### src/hw/rtl/ektc_pkg.sv
// Shared types, constants and the character table for the encoder/keypad text cursor.
// Depends on nothing; every module in hw/rtl imports it, the two interfaces do not.
package ektc_pkg;

   localparam int TEXT_LEN_W = 16;
   localparam int CHAR_W     = 8;
   localparam int COL_W      = 5;
   localparam int ROW_W      = 2;
   localparam int KEY_IDX_W  = 7;
   localparam int KEY_COUNT  = 78;

   localparam int CSR_ADDR_W = 3;
   localparam int CSR_DATA_W = 32;

   typedef logic [TEXT_LEN_W-1:0] text_pos_type;
   typedef logic [COL_W-1:0]      col_type;
   typedef logic [ROW_W-1:0]      row_type;
   typedef logic [CHAR_W-1:0]     char_type;

   // register word index, taken from paddr[2]
   localparam logic REG_TEXT_LENGTH = 1'b0;
   localparam text_pos_type TEXT_LENGTH_RESET = 16'd29;

   // encoder phase differences that count as a step
   localparam logic [1:0] STEP_FWD  = 2'd1;
   localparam logic [1:0] STEP_BACK = 2'd3;

   // grid geometry
   localparam col_type GRID_COLS   = 5'd26;
   localparam col_type LAST_COL    = 5'd25;
   localparam col_type SPECIAL_COL = 5'd26;
   localparam row_type ROW_LOWER   = 2'd0;
   localparam row_type ROW_SYM     = 2'd2;

   localparam char_type SPACE_CODE = 8'h20;

   // direction button levels or flags
   typedef struct packed {
      logic left;
      logic right;
      logic up;
      logic down;
   } btn_type;

   // selected grid cell
   typedef struct packed {
      col_type col;
      row_type row;
   } grid_pos_type;

   // accepted scan tick held in the input register
   typedef struct packed {
      logic    enc_a_pin;
      logic    enc_b_pin;
      btn_type dir_pins;
      logic    center_pin;
   } req_item_type;

   // result held in the output register
   typedef struct packed {
      logic         write_valid;
      char_type     write_char;
      text_pos_type write_pos;
      logic         edit_done;
      text_pos_type caret_now;
      col_type      grid_col;
      row_type      grid_row;
   } rsp_item_type;

   // lower case, upper case, then digits and symbols, 26 per row
   localparam char_type KEY_ROM [KEY_COUNT] = '{
      8'h61, 8'h62, 8'h63, 8'h64, 8'h65, 8'h66, 8'h67, 8'h68, 8'h69, 8'h6a, 8'h6b, 8'h6c, 8'h6d,
      8'h6e, 8'h6f, 8'h70, 8'h71, 8'h72, 8'h73, 8'h74, 8'h75, 8'h76, 8'h77, 8'h78, 8'h79, 8'h7a,
      8'h41, 8'h42, 8'h43, 8'h44, 8'h45, 8'h46, 8'h47, 8'h48, 8'h49, 8'h4a, 8'h4b, 8'h4c, 8'h4d,
      8'h4e, 8'h4f, 8'h50, 8'h51, 8'h52, 8'h53, 8'h54, 8'h55, 8'h56, 8'h57, 8'h58, 8'h59, 8'h5a,
      8'h30, 8'h31, 8'h32, 8'h33, 8'h34, 8'h35, 8'h36, 8'h37, 8'h38, 8'h39, 8'h20, 8'h21, 8'h2c,
      8'h2e, 8'h24, 8'h25, 8'h5e, 8'h26, 8'h2a, 8'h28, 8'h29, 8'h2d, 8'h2b, 8'h3d, 8'h5f, 8'h3f
   };

   // look up the character of an ordinary grid cell (row 0..2, column 0..25)
   function automatic char_type key_char(input row_type row, input col_type col);
      logic [KEY_IDX_W-1:0] idx;
      idx = KEY_IDX_W'({5'b0, row} * KEY_IDX_W'(GRID_COLS)) + KEY_IDX_W'(col);
      return KEY_ROM[idx];
   endfunction

endpackage

### src/hw/rtl/ektc_req_if.sv
// Input channel: one scan tick of encoder and button levels with valid/ready.
// Depends on nothing.
interface ektc_req_if;
   logic valid;
   logic ready;
   logic enc_a_pin;
   logic enc_b_pin;
   logic left_pin;
   logic right_pin;
   logic up_pin;
   logic down_pin;
   logic center_pin;

   modport source (
      output valid, enc_a_pin, enc_b_pin, left_pin, right_pin, up_pin, down_pin, center_pin,
      input  ready
   );
   modport sink (
      input  valid, enc_a_pin, enc_b_pin, left_pin, right_pin, up_pin, down_pin, center_pin,
      output ready
   );
endinterface

### src/hw/rtl/ektc_rsp_if.sv
// Result channel: write request, save flag, caret and grid selection with valid/ready.
// Depends on nothing.
interface ektc_rsp_if;
   logic        valid;
   logic        ready;
   logic        write_valid;
   logic [7:0]  write_char;
   logic [15:0] write_pos;
   logic        edit_done;
   logic [15:0] caret_now;
   logic [4:0]  grid_col;
   logic [1:0]  grid_row;

   modport source (
      output valid, write_valid, write_char, write_pos, edit_done, caret_now, grid_col,
             grid_row,
      input  ready
   );
   modport sink (
      input  valid, write_valid, write_char, write_pos, edit_done, caret_now, grid_col,
             grid_row,
      output ready
   );
endinterface

### src/hw/rtl/encoder_keypad_text_cursor.sv
// Encoder and keypad text cursor: takes one scan tick per cycle while the result channel is not
// stalled, and returns one result per tick through the input register, then the result register; the
// caret, button and grid updates for a tick are one pass of logic between those registers.
// Depends on ektc_pkg, ektc_req_if, ektc_rsp_if, ektc_caret and ektc_select.
module encoder_keypad_text_cursor (
   input  logic                                  clock,
   input  logic                                  reset,
   ektc_req_if.sink                              req_bus,
   ektc_rsp_if.source                            rsp_bus,
   input  logic                                  psel,
   input  logic                                  penable,
   input  logic                                  pwrite,
   input  logic [ektc_pkg::CSR_ADDR_W-1:0]       paddr,
   input  logic [ektc_pkg::CSR_DATA_W-1:0]       pwdata,
   output logic [ektc_pkg::CSR_DATA_W-1:0]       prdata,
   output logic                                  pready
);
   import ektc_pkg::*;

   logic          in_valid_ff, in_valid_in;
   req_item_type  in_item_ff;
   logic          out_valid_ff, out_valid_in;
   rsp_item_type  out_item_ff, out_item_in;
   logic          advance;
   text_pos_type  text_length_ff;
   text_pos_type  caret_next;
   grid_pos_type  pos_next;

   // register file
   assign pready = 1'b1;
   assign prdata = (paddr[2] == REG_TEXT_LENGTH) ?
                   {{(CSR_DATA_W-TEXT_LEN_W){1'b0}}, text_length_ff} : '0;

   always_ff @(posedge clock) begin
      if (reset) begin
         text_length_ff <= TEXT_LENGTH_RESET;
      end else if (psel && penable && pwrite && pready && paddr[2] == REG_TEXT_LENGTH) begin
         text_length_ff <= pwdata[TEXT_LEN_W-1:0];
      end
   end

   // move a tick on when the result register is free or being drained
   assign advance       = in_valid_ff && (!out_valid_ff || rsp_bus.ready);
   assign req_bus.ready = !in_valid_ff || advance;
   assign in_valid_in   = req_bus.ready ? req_bus.valid : in_valid_ff;
   assign out_valid_in  = advance ? 1'b1 : (rsp_bus.ready ? 1'b0 : out_valid_ff);

   ektc_caret u_caret (
      .clock       (clock),
      .reset       (reset),
      .advance     (advance),
      .enc_a_pin   (in_item_ff.enc_a_pin),
      .enc_b_pin   (in_item_ff.enc_b_pin),
      .text_length (text_length_ff),
      .caret_next  (caret_next)
   );

   ektc_select u_select (
      .clock    (clock),
      .reset    (reset),
      .advance  (advance),
      .dir_pins (in_item_ff.dir_pins),
      .pos_next (pos_next)
   );

   // form the write or save for a held centre button
   always_comb begin
      out_item_in             = '0;
      out_item_in.caret_now   = caret_next;
      out_item_in.grid_col    = pos_next.col;
      out_item_in.grid_row    = pos_next.row;
      if (!in_item_ff.center_pin) begin
         if (pos_next.col >= SPECIAL_COL) begin
            if (pos_next.row == ROW_LOWER) begin
               out_item_in.write_valid = 1'b1;
               out_item_in.write_char  = SPACE_CODE;
               out_item_in.write_pos   = caret_next;
            end else if (pos_next.row == ROW_SYM) begin
               out_item_in.edit_done = 1'b1;
            end
         end else if (pos_next.row <= ROW_SYM) begin
            out_item_in.write_valid = 1'b1;
            out_item_in.write_char  = key_char(pos_next.row, pos_next.col);
            out_item_in.write_pos   = caret_next;
         end
      end
   end

   // handshake control
   always_ff @(posedge clock) begin
      if (reset) begin
         in_valid_ff  <= 1'b0;
         out_valid_ff <= 1'b0;
      end else begin
         in_valid_ff  <= in_valid_in;
         out_valid_ff <= out_valid_in;
      end
   end

   // payload registers
   always_ff @(posedge clock) begin
      if (req_bus.valid && req_bus.ready) begin
         in_item_ff.enc_a_pin      <= req_bus.enc_a_pin;
         in_item_ff.enc_b_pin      <= req_bus.enc_b_pin;
         in_item_ff.dir_pins.left  <= req_bus.left_pin;
         in_item_ff.dir_pins.right <= req_bus.right_pin;
         in_item_ff.dir_pins.up    <= req_bus.up_pin;
         in_item_ff.dir_pins.down  <= req_bus.down_pin;
         in_item_ff.center_pin     <= req_bus.center_pin;
      end
      if (advance) begin
         out_item_ff <= out_item_in;
      end
   end

   assign rsp_bus.valid       = out_valid_ff;
   assign rsp_bus.write_valid = out_item_ff.write_valid;
   assign rsp_bus.write_char  = out_item_ff.write_char;
   assign rsp_bus.write_pos   = out_item_ff.write_pos;
   assign rsp_bus.edit_done   = out_item_ff.edit_done;
   assign rsp_bus.caret_now   = out_item_ff.caret_now;
   assign rsp_bus.grid_col    = out_item_ff.grid_col;
   assign rsp_bus.grid_row    = out_item_ff.grid_row;

   // a result never both writes and saves
   a_write_or_done: assert property (@(posedge clock) disable iff (reset)
      rsp_bus.valid |-> !(rsp_bus.write_valid && rsp_bus.edit_done))
      else $error("write and save reported in the same result");

   // selection stays inside the grid plus the special column
   a_grid_range: assert property (@(posedge clock) disable iff (reset)
      rsp_bus.valid |-> (rsp_bus.grid_col <= SPECIAL_COL && rsp_bus.grid_row <= ROW_SYM))
      else $error("grid selection out of range");

   // an empty input register always takes a transfer
   a_ready_when_empty: assert property (@(posedge clock) disable iff (reset)
      !in_valid_ff |-> req_bus.ready)
      else $error("input stalled while empty");

   // a tick waiting behind a full, stalled result register is held
   a_stall_holds: assert property (@(posedge clock) disable iff (reset)
      (in_valid_ff && out_valid_ff && !rsp_bus.ready) |=> in_valid_ff)
      else $error("stalled tick dropped");

endmodule

### src/hw/rtl/ektc_caret.sv
// Quadrature decoder and bounded text caret.
// Depends on ektc_pkg.
module ektc_caret (
   input  logic                  clock,
   input  logic                  reset,
   input  logic                  advance,
   input  logic                  enc_a_pin,
   input  logic                  enc_b_pin,
   input  ektc_pkg::text_pos_type text_length,
   output ektc_pkg::text_pos_type caret_next
);
   import ektc_pkg::*;

   logic [1:0]   last_phase_ff, last_phase_in;
   text_pos_type caret_ff, caret_in;
   logic [1:0]   phase;
   logic [1:0]   diff;

   // Gray-decode the pins: A gives 3, B toggles bit 0
   assign phase = {enc_a_pin, enc_a_pin ^ enc_b_pin};
   assign diff  = last_phase_ff - phase;

   // step the caret on an odd phase difference, hold on none or a skipped step
   always_comb begin
      caret_in      = caret_ff;
      last_phase_in = last_phase_ff;
      case (diff)
         STEP_FWD: begin
            if ({1'b0, caret_ff} + 17'd1 < {1'b0, text_length}) begin
               caret_in = caret_ff + 16'd1;
            end
            last_phase_in = phase;
         end
         STEP_BACK: begin
            if (caret_ff != '0) begin
               caret_in = caret_ff - 16'd1;
            end
            last_phase_in = phase;
         end
         default: begin
            caret_in      = caret_ff;
            last_phase_in = last_phase_ff;
         end
      endcase
   end

   assign caret_next = caret_in;

   // commit when the tick moves on to the result register
   always_ff @(posedge clock) begin
      if (reset) begin
         last_phase_ff <= '0;
         caret_ff      <= '0;
      end else if (advance) begin
         last_phase_ff <= last_phase_in;
         caret_ff      <= caret_in;
      end
   end

endmodule

### src/hw/rtl/ektc_select.sv
// Press-qualified direction buttons and the grid selection they move.
// Depends on ektc_pkg.
module ektc_select (
   input  logic                   clock,
   input  logic                   reset,
   input  logic                   advance,
   input  ektc_pkg::btn_type      dir_pins,
   output ektc_pkg::grid_pos_type pos_next
);
   import ektc_pkg::*;

   btn_type held_ff, held_in;
   btn_type fire;
   col_type col_ff;
   row_type row_ff;
   col_type col_in;
   row_type row_in;

   // fire once per press, re-arm on release
   assign held_in = ~dir_pins;
   assign fire    = held_in & ~held_ff;

   // apply left, right, up, down in that order
   always_comb begin
      col_in = col_ff;
      row_in = row_ff;
      if (fire.left && col_in != '0) begin
         col_in = col_in - 5'd1;
      end
      if (fire.right) begin
         if (col_in == LAST_COL) begin
            if (row_in != ROW_SYM) begin
               row_in = ROW_LOWER;
            end
            col_in = SPECIAL_COL;
         end else if (col_in < LAST_COL) begin
            col_in = col_in + 5'd1;
         end
      end
      if (fire.up) begin
         if (col_in == SPECIAL_COL && row_in == ROW_SYM) begin
            row_in = ROW_LOWER;
         end else if (row_in != ROW_LOWER) begin
            row_in = row_in - 2'd1;
         end
      end
      if (fire.down) begin
         if (col_in == SPECIAL_COL && row_in == ROW_LOWER) begin
            row_in = ROW_SYM;
         end else if (row_in < ROW_SYM) begin
            row_in = row_in + 2'd1;
         end
      end
   end

   assign pos_next.col = col_in;
   assign pos_next.row = row_in;

   always_ff @(posedge clock) begin
      if (reset) begin
         held_ff <= '0;
         col_ff  <= '0;
         row_ff  <= ROW_SYM;
      end else if (advance) begin
         held_ff <= held_in;
         col_ff  <= col_in;
         row_ff  <= row_in;
      end
   end

endmodule
### src/flat_wrapper.sv
// flat-port wrapper written by rule: the top's interface ports become plain ports
module encoder_keypad_text_cursor_flat import ektc_pkg::*;
  (clock, reset, psel, penable, pwrite, paddr, pwdata, prdata, pready, req_bus_valid, req_bus_enc_a_pin, req_bus_enc_b_pin, req_bus_left_pin, req_bus_right_pin, req_bus_up_pin, req_bus_down_pin, req_bus_center_pin, req_bus_ready, rsp_bus_valid, rsp_bus_write_valid, rsp_bus_write_char, rsp_bus_write_pos, rsp_bus_edit_done, rsp_bus_caret_now, rsp_bus_grid_col, rsp_bus_grid_row, rsp_bus_ready);
  ektc_req_if req_bus_i ();
  ektc_rsp_if rsp_bus_i ();
  input  logic clock;
  input  logic reset;
  input  logic psel;
  input  logic penable;
  input  logic pwrite;
  input  logic [ektc_pkg::CSR_ADDR_W-1:0] paddr;
  input  logic [ektc_pkg::CSR_DATA_W-1:0] pwdata;
  output logic [ektc_pkg::CSR_DATA_W-1:0] prdata;
  output logic pready;
  input wire logic [$bits(req_bus_i.valid)-1:0] req_bus_valid;
  input wire logic [$bits(req_bus_i.enc_a_pin)-1:0] req_bus_enc_a_pin;
  input wire logic [$bits(req_bus_i.enc_b_pin)-1:0] req_bus_enc_b_pin;
  input wire logic [$bits(req_bus_i.left_pin)-1:0] req_bus_left_pin;
  input wire logic [$bits(req_bus_i.right_pin)-1:0] req_bus_right_pin;
  input wire logic [$bits(req_bus_i.up_pin)-1:0] req_bus_up_pin;
  input wire logic [$bits(req_bus_i.down_pin)-1:0] req_bus_down_pin;
  input wire logic [$bits(req_bus_i.center_pin)-1:0] req_bus_center_pin;
  output wire logic [$bits(req_bus_i.ready)-1:0] req_bus_ready;
  output wire logic [$bits(rsp_bus_i.valid)-1:0] rsp_bus_valid;
  output wire logic [$bits(rsp_bus_i.write_valid)-1:0] rsp_bus_write_valid;
  output wire logic [$bits(rsp_bus_i.write_char)-1:0] rsp_bus_write_char;
  output wire logic [$bits(rsp_bus_i.write_pos)-1:0] rsp_bus_write_pos;
  output wire logic [$bits(rsp_bus_i.edit_done)-1:0] rsp_bus_edit_done;
  output wire logic [$bits(rsp_bus_i.caret_now)-1:0] rsp_bus_caret_now;
  output wire logic [$bits(rsp_bus_i.grid_col)-1:0] rsp_bus_grid_col;
  output wire logic [$bits(rsp_bus_i.grid_row)-1:0] rsp_bus_grid_row;
  input wire logic [$bits(rsp_bus_i.ready)-1:0] rsp_bus_ready;
  assign req_bus_i.valid = req_bus_valid;
  assign req_bus_i.enc_a_pin = req_bus_enc_a_pin;
  assign req_bus_i.enc_b_pin = req_bus_enc_b_pin;
  assign req_bus_i.left_pin = req_bus_left_pin;
  assign req_bus_i.right_pin = req_bus_right_pin;
  assign req_bus_i.up_pin = req_bus_up_pin;
  assign req_bus_i.down_pin = req_bus_down_pin;
  assign req_bus_i.center_pin = req_bus_center_pin;
  assign req_bus_ready = req_bus_i.ready;
  assign rsp_bus_valid = rsp_bus_i.valid;
  assign rsp_bus_write_valid = rsp_bus_i.write_valid;
  assign rsp_bus_write_char = rsp_bus_i.write_char;
  assign rsp_bus_write_pos = rsp_bus_i.write_pos;
  assign rsp_bus_edit_done = rsp_bus_i.edit_done;
  assign rsp_bus_caret_now = rsp_bus_i.caret_now;
  assign rsp_bus_grid_col = rsp_bus_i.grid_col;
  assign rsp_bus_grid_row = rsp_bus_i.grid_row;
  assign rsp_bus_i.ready = rsp_bus_ready;
  encoder_keypad_text_cursor u_core (.clock(clock), .reset(reset), .req_bus(req_bus_i), .rsp_bus(rsp_bus_i), .psel(psel), .penable(penable), .pwrite(pwrite), .paddr(paddr), .pwdata(pwdata), .prdata(prdata), .pready(pready));
endmodule
### config.mk
export PLATFORM = sky130hd
export DESIGN_NAME = encoder_keypad_text_cursor_flat
export DESIGN_NICKNAME = d
export VERILOG_FILES = /design/src/hw/rtl/ektc_pkg.sv /design/src/hw/rtl/ektc_req_if.sv /design/src/hw/rtl/ektc_rsp_if.sv /design/src/hw/rtl/encoder_keypad_text_cursor.sv /design/src/hw/rtl/ektc_caret.sv /design/src/hw/rtl/ektc_select.sv /design/src/flat_wrapper.sv
export SDC_FILE = /design/constraint.sdc
export NUM_CORES = 1
export LEC_CHECK = 0
export ABC_AREA = 0
export BUFFER_PORTS_ARGS = -buffer_cell sky130_fd_sc_hd__buf_4
export CAP_MARGIN = 15
export CELL_PAD_IN_SITES_DETAIL_PLACEMENT = 2
export CELL_PAD_IN_SITES_GLOBAL_PLACEMENT = 2
export CORE_ASPECT_RATIO = 0.7
export CORE_MARGIN = 1
export CORE_UTILIZATION = 34
export DETAILED_ROUTE_END_ITERATION = 10
export GPL_ROUTABILITY_DRIVEN = 0
export HOLD_SLACK_MARGIN = 0.05
export PLACE_DENSITY_LB_ADDON = 0.1
export SYNTH_ARGS = -nofsm -noshare
export SYNTH_HDL_FRONTEND = slang
export SYNTH_HIERARCHICAL = 1
export SYNTH_SLANG_ARGS = --single-unit
### constraint.sdc
create_clock -name clock -period 5.8 [get_ports clock]
set_input_delay 0.58 -clock clock [delete_from_list [all_inputs] [get_ports clock]]
set_output_delay 0.58 -clock clock [all_outputs]
set_load 0.03 [all_outputs]
==> impl_metrics.json <==
{
  "hold_viol_final": 0,
  "synth-compound-area-share": 0.192,
  "syn2layout_area_growth_pct": 17.6,
  "avgSynthCellArea_sq_um": 8.98,
  "dr.first_iter.drc_count": 411,
  "p_int_mw": 1.79,
  "wl_per_cell_um": 21.8,
  "first_global_vias": 6741,
  "layout_commonest_cell": "buf_4",
  "synth_warnings": 6,
  "hold_path_class": "input port to flop",
  "synth_cell_type_count": 103,
  "required_ns": 5.98,
  "synth_area_sq_um": 7240,
  "drc_errors": 0,
  "ir_worst_vdd_v": 0.000168,
  "max-cap-violations": 0,
  "drtPass1Iterations": 5,
  "synth_top_family_by_area": "simple AND/OR/NAND/NOR gates",
  "clk_latency_ns": 0.37,
  "crit_type": "flop to flop",
  "finalCritPeriodShare": 0.951,
  "coreArea_sq_um": 20800,
  "cts_sinks": 102,
  "drive_gt1_frac": 0.206,
  "switching_share": 0.447,
  "place_hpwl_mm": 18.8,
  "path_clk_slew_ns": 0.08,
  "antenna_found_initial": 0,
  "cts_tree": "built",
  "slew_headroom": 0.305,
  "finalSetupViolCount": 0,
  "overflow": 0,
  "cts_buffer_depth": 2,
  "clkPwrFrac": 0.186,
  "combPwrFrac": 0.520,
  "yosys_most_used_dff": "edfxtp_1",
  "grt_first_pass_wirelength_mm": 39.0,
  "track_usage": 0.234,
  "p_switching_mw": 1.44,
  "vias": 6577,
  "fillCellCount": 2306,
  "cts_inserted_buffers": 9,
  "synthCells": 806,
  "yosys.area_share.adder": 0.0684,
  "placementRows": 44,
  "cp_max_fo": 9,
  "cp_data_arrival_time_ns": 5.70,
  "synthMuxAreaShare": 0.0178,
  "cp-start-kind": "flop",
  "port_buffers": 96,
  "nets": 971,
  "synth_async_sr_flop_share": 0,
  "max_freq_mhz": 181,
  "synthSimpleGateAreaFrac": 0.250,
  "post-cts-setup-buffers": 0,
  "slew_violations": 0,
  "hold_ws_ns": 0.391,
  "grt_start_max_net_pins": 56,
  "die_h_um": 124,
  "worst_pin_slew_ns": 1.04,
  "synth_xor_area_frac": 0.0403,
  "die_width_um": 176,
  "start_util": 0.348,
  "synth_edf_count": 55,
  "post_drt_via_cell_ratio": 5.65,
  "outcome": "finished, final reports clean",
  "wirelength_mm": 25.4,
  "root_buffer": "clkbuf_16",
  "seqPwrFrac": 0.294,
  "htreeDepth": 3,
  "n_antenna_cell": 0,
  "p_per_area_nw_per_um2": 380,
  "fin_skew_ns": 0.0158,
  "antenna_left": 0,
  "period_minus_slack_ns": 5.52,
  "die_area_sq_um": 21900,
  "power.total_mw": 3.23,
  "cts_hold_buf": 0,
  "rsz0062_at_grt": "no",
  "synth_seq_cells": 102,
  "ys_seq_area_frac": 0.358,
  "worst_setup_path_end_kind": "flop",
  "p_leak_nw": 3.39,
  "pin_count": 133,
  "final_cell_mix": "118 x buf_4, 71 x nand2_1, 60 x nor2_1"
}
-- state kept, by name, summed over array words and instances, names as in the netlist --
signal,flops
u_core/text_length_ff,16
u_core/rsp_bus.write_valid,1
u_core/u_select/col_ff,5
u_core/rsp_bus.write_char,7
u_core/rsp_bus.valid,1
u_core/rsp_bus.write_pos,16
u_core/u_select/row_ff,2
u_core/u_caret/caret_ff,16
u_core/rsp_bus.edit_done,1
u_core/rsp_bus.grid_row,2
u_core/u_caret/last_phase_ff,2
u_core/rsp_bus.caret_now,16
u_core/in_valid_ff,1
u_core/rsp_bus.grid_col,5
u_core/in_item_ff,7
u_core/u_select/held_ff,4
-- synthesized netlist by cell type (4+ instances only) --
master	count	area [sq um]
a2111oi_0	4	35.0
a211oi_1	15	113
a21boi_0	4	30.0
a21o_1	8	60.1
a21oi_1	52	260
a221o_1	4	40.0
a311o_1	4	40.0
a311oi_1	5	43.8
a31oi_1	7	43.8
and2_1	21	131
and3_1	10	62.6
buf_2	11	55.1
buf_4	19	143
clkbuf_1	35	131
dfxtp_1	47	941
edfxtp_1	55	1650
ha_1	38	475
inv_1	40	150
mux2i_1	8	80.1
nand2_1	71	267
nand2b_1	4	25.0
nand3_1	29	145
nand3b_1	8	60.1
nand4_1	6	37.5
nor2_1	62	233
nor2b_1	24	150
nor3_1	29	145
nor4_1	12	75.1
nor4b_1	4	35.0
o21ai_0	19	95.1
o221ai_1	4	35.0
o31ai_1	6	45.0
or3_1	5	31.3
or4_1	5	37.5
xnor2_1	19	166
xor2_1	9	78.8
-- critical path: stages (launching register included) --
cell	delay (ns)
dfxtp_1	0.35
inv_1	0.18
ha_2	0.26
nor4b_4	0.37
nor2_2	0.14
o31ai_2	0.33
nand3_1	0.19
mux2_4	0.38
and4_4	0.20
inv_1	0.05
a21oi_1	0.07
ha_1	0.35
nand2_1	0.08
o31ai_2	0.08
nor2_2	0.21
inv_1	0.13
ha_1	0.36
ha_4	0.35
xor2_1	0.25
and3b_2	0.28
nor2_1	0.08
a221o_1	0.32
a311oi_1	0.30
-- cells by family after synthesis --
group | count (synthesis)
AO/OA/AOI/OAI | 185
XOR/XNOR | 30
adder cells (fa/ha/maj) | 39
buffers and inverters | 110
flip-flops | 102
multiplexers | 12
other | 2
AND/OR/NAND/NOR | 326
-- power groups by stage --
| stage | clock, mW | sequential (mW) | combinational (mW) |
|---|---|---|---|
| 2_1_floorplan | 0 | 1.00 | 1.07 |
| 3_3_place_gp | 0 | 0.957 | 1.57 |
| 3_5_place_dp | 0 | 0.966 | 1.65 |
| 4_1_cts | 0.628 | 0.950 | 1.67 |
| 5_1_grt | 0.650 | 0.961 | 1.82 |
| 6_report | 0.602 | 0.950 | 1.68 |
-- area by class of cell --
| class | instances | area (sq um) | area share |
|---|---|---|---|
| multi-input combinational | 610 | 4240 | 0.498 |
| tap | 276 | 345 | 0.0406 |
| clock inverter | 6 | 45.0 | 0.00529 |
| inverter | 41 | 154 | 0.0181 |
| sequential | 102 | 2590 | 0.305 |
| timing repair buffer | 119 | 906 | 0.106 |
| clock buffer | 10 | 229 | 0.0269 |
-- stage by stage --
step           setup TNS [ns]  cell area [sq um]   util  setup slack [ns]  instances
2_1_floorplan               0               7300      -             0.717        822
3_3_place_gp                0               8190  0.394             0.311       1148
3_5_place_dp           -0.205               8190  0.394            -0.106       1148
4_1_cts                     0               8480  0.408            0.0234       1164
5_1_grt                     0               8510  0.409            0.0124       1164
6_report                    0               8510  0.409             0.282       1164
-- final timing paths --
check / from / to / slack (ns) / cells past startpoint
setup / recovery: u_core/u_select/col_ff[1] / u_core/rsp_bus.write_char[2] / 0.28 / 22
hold / removal: req_bus_enc_b_pin / u_core/in_item_ff[5] / 0.39 / 1
setup reg to reg: u_core/u_select/col_ff[1] / u_core/rsp_bus.write_char[2] / 0.28 / 22
hold reg to reg: u_core/in_item_ff[1] / u_core/u_select/held_ff[0] / 0.47 / 1
-- routing by layer --
metal / GRT usage / share of wire
met4: 0.0512 / 0.0089
met5: 0 / 0
met1: 0.331 / 0.50
met3: 0.0449 / 0.055
met2: 0.371 / 0.44
-- what timing repair did --
action                                  CTS  global route
gates resized for setup                   4             9
pin swaps                                 0             1
endpoints found under the setup margin    4             7
Note: power is estimated with default switching activity, not from simulation.
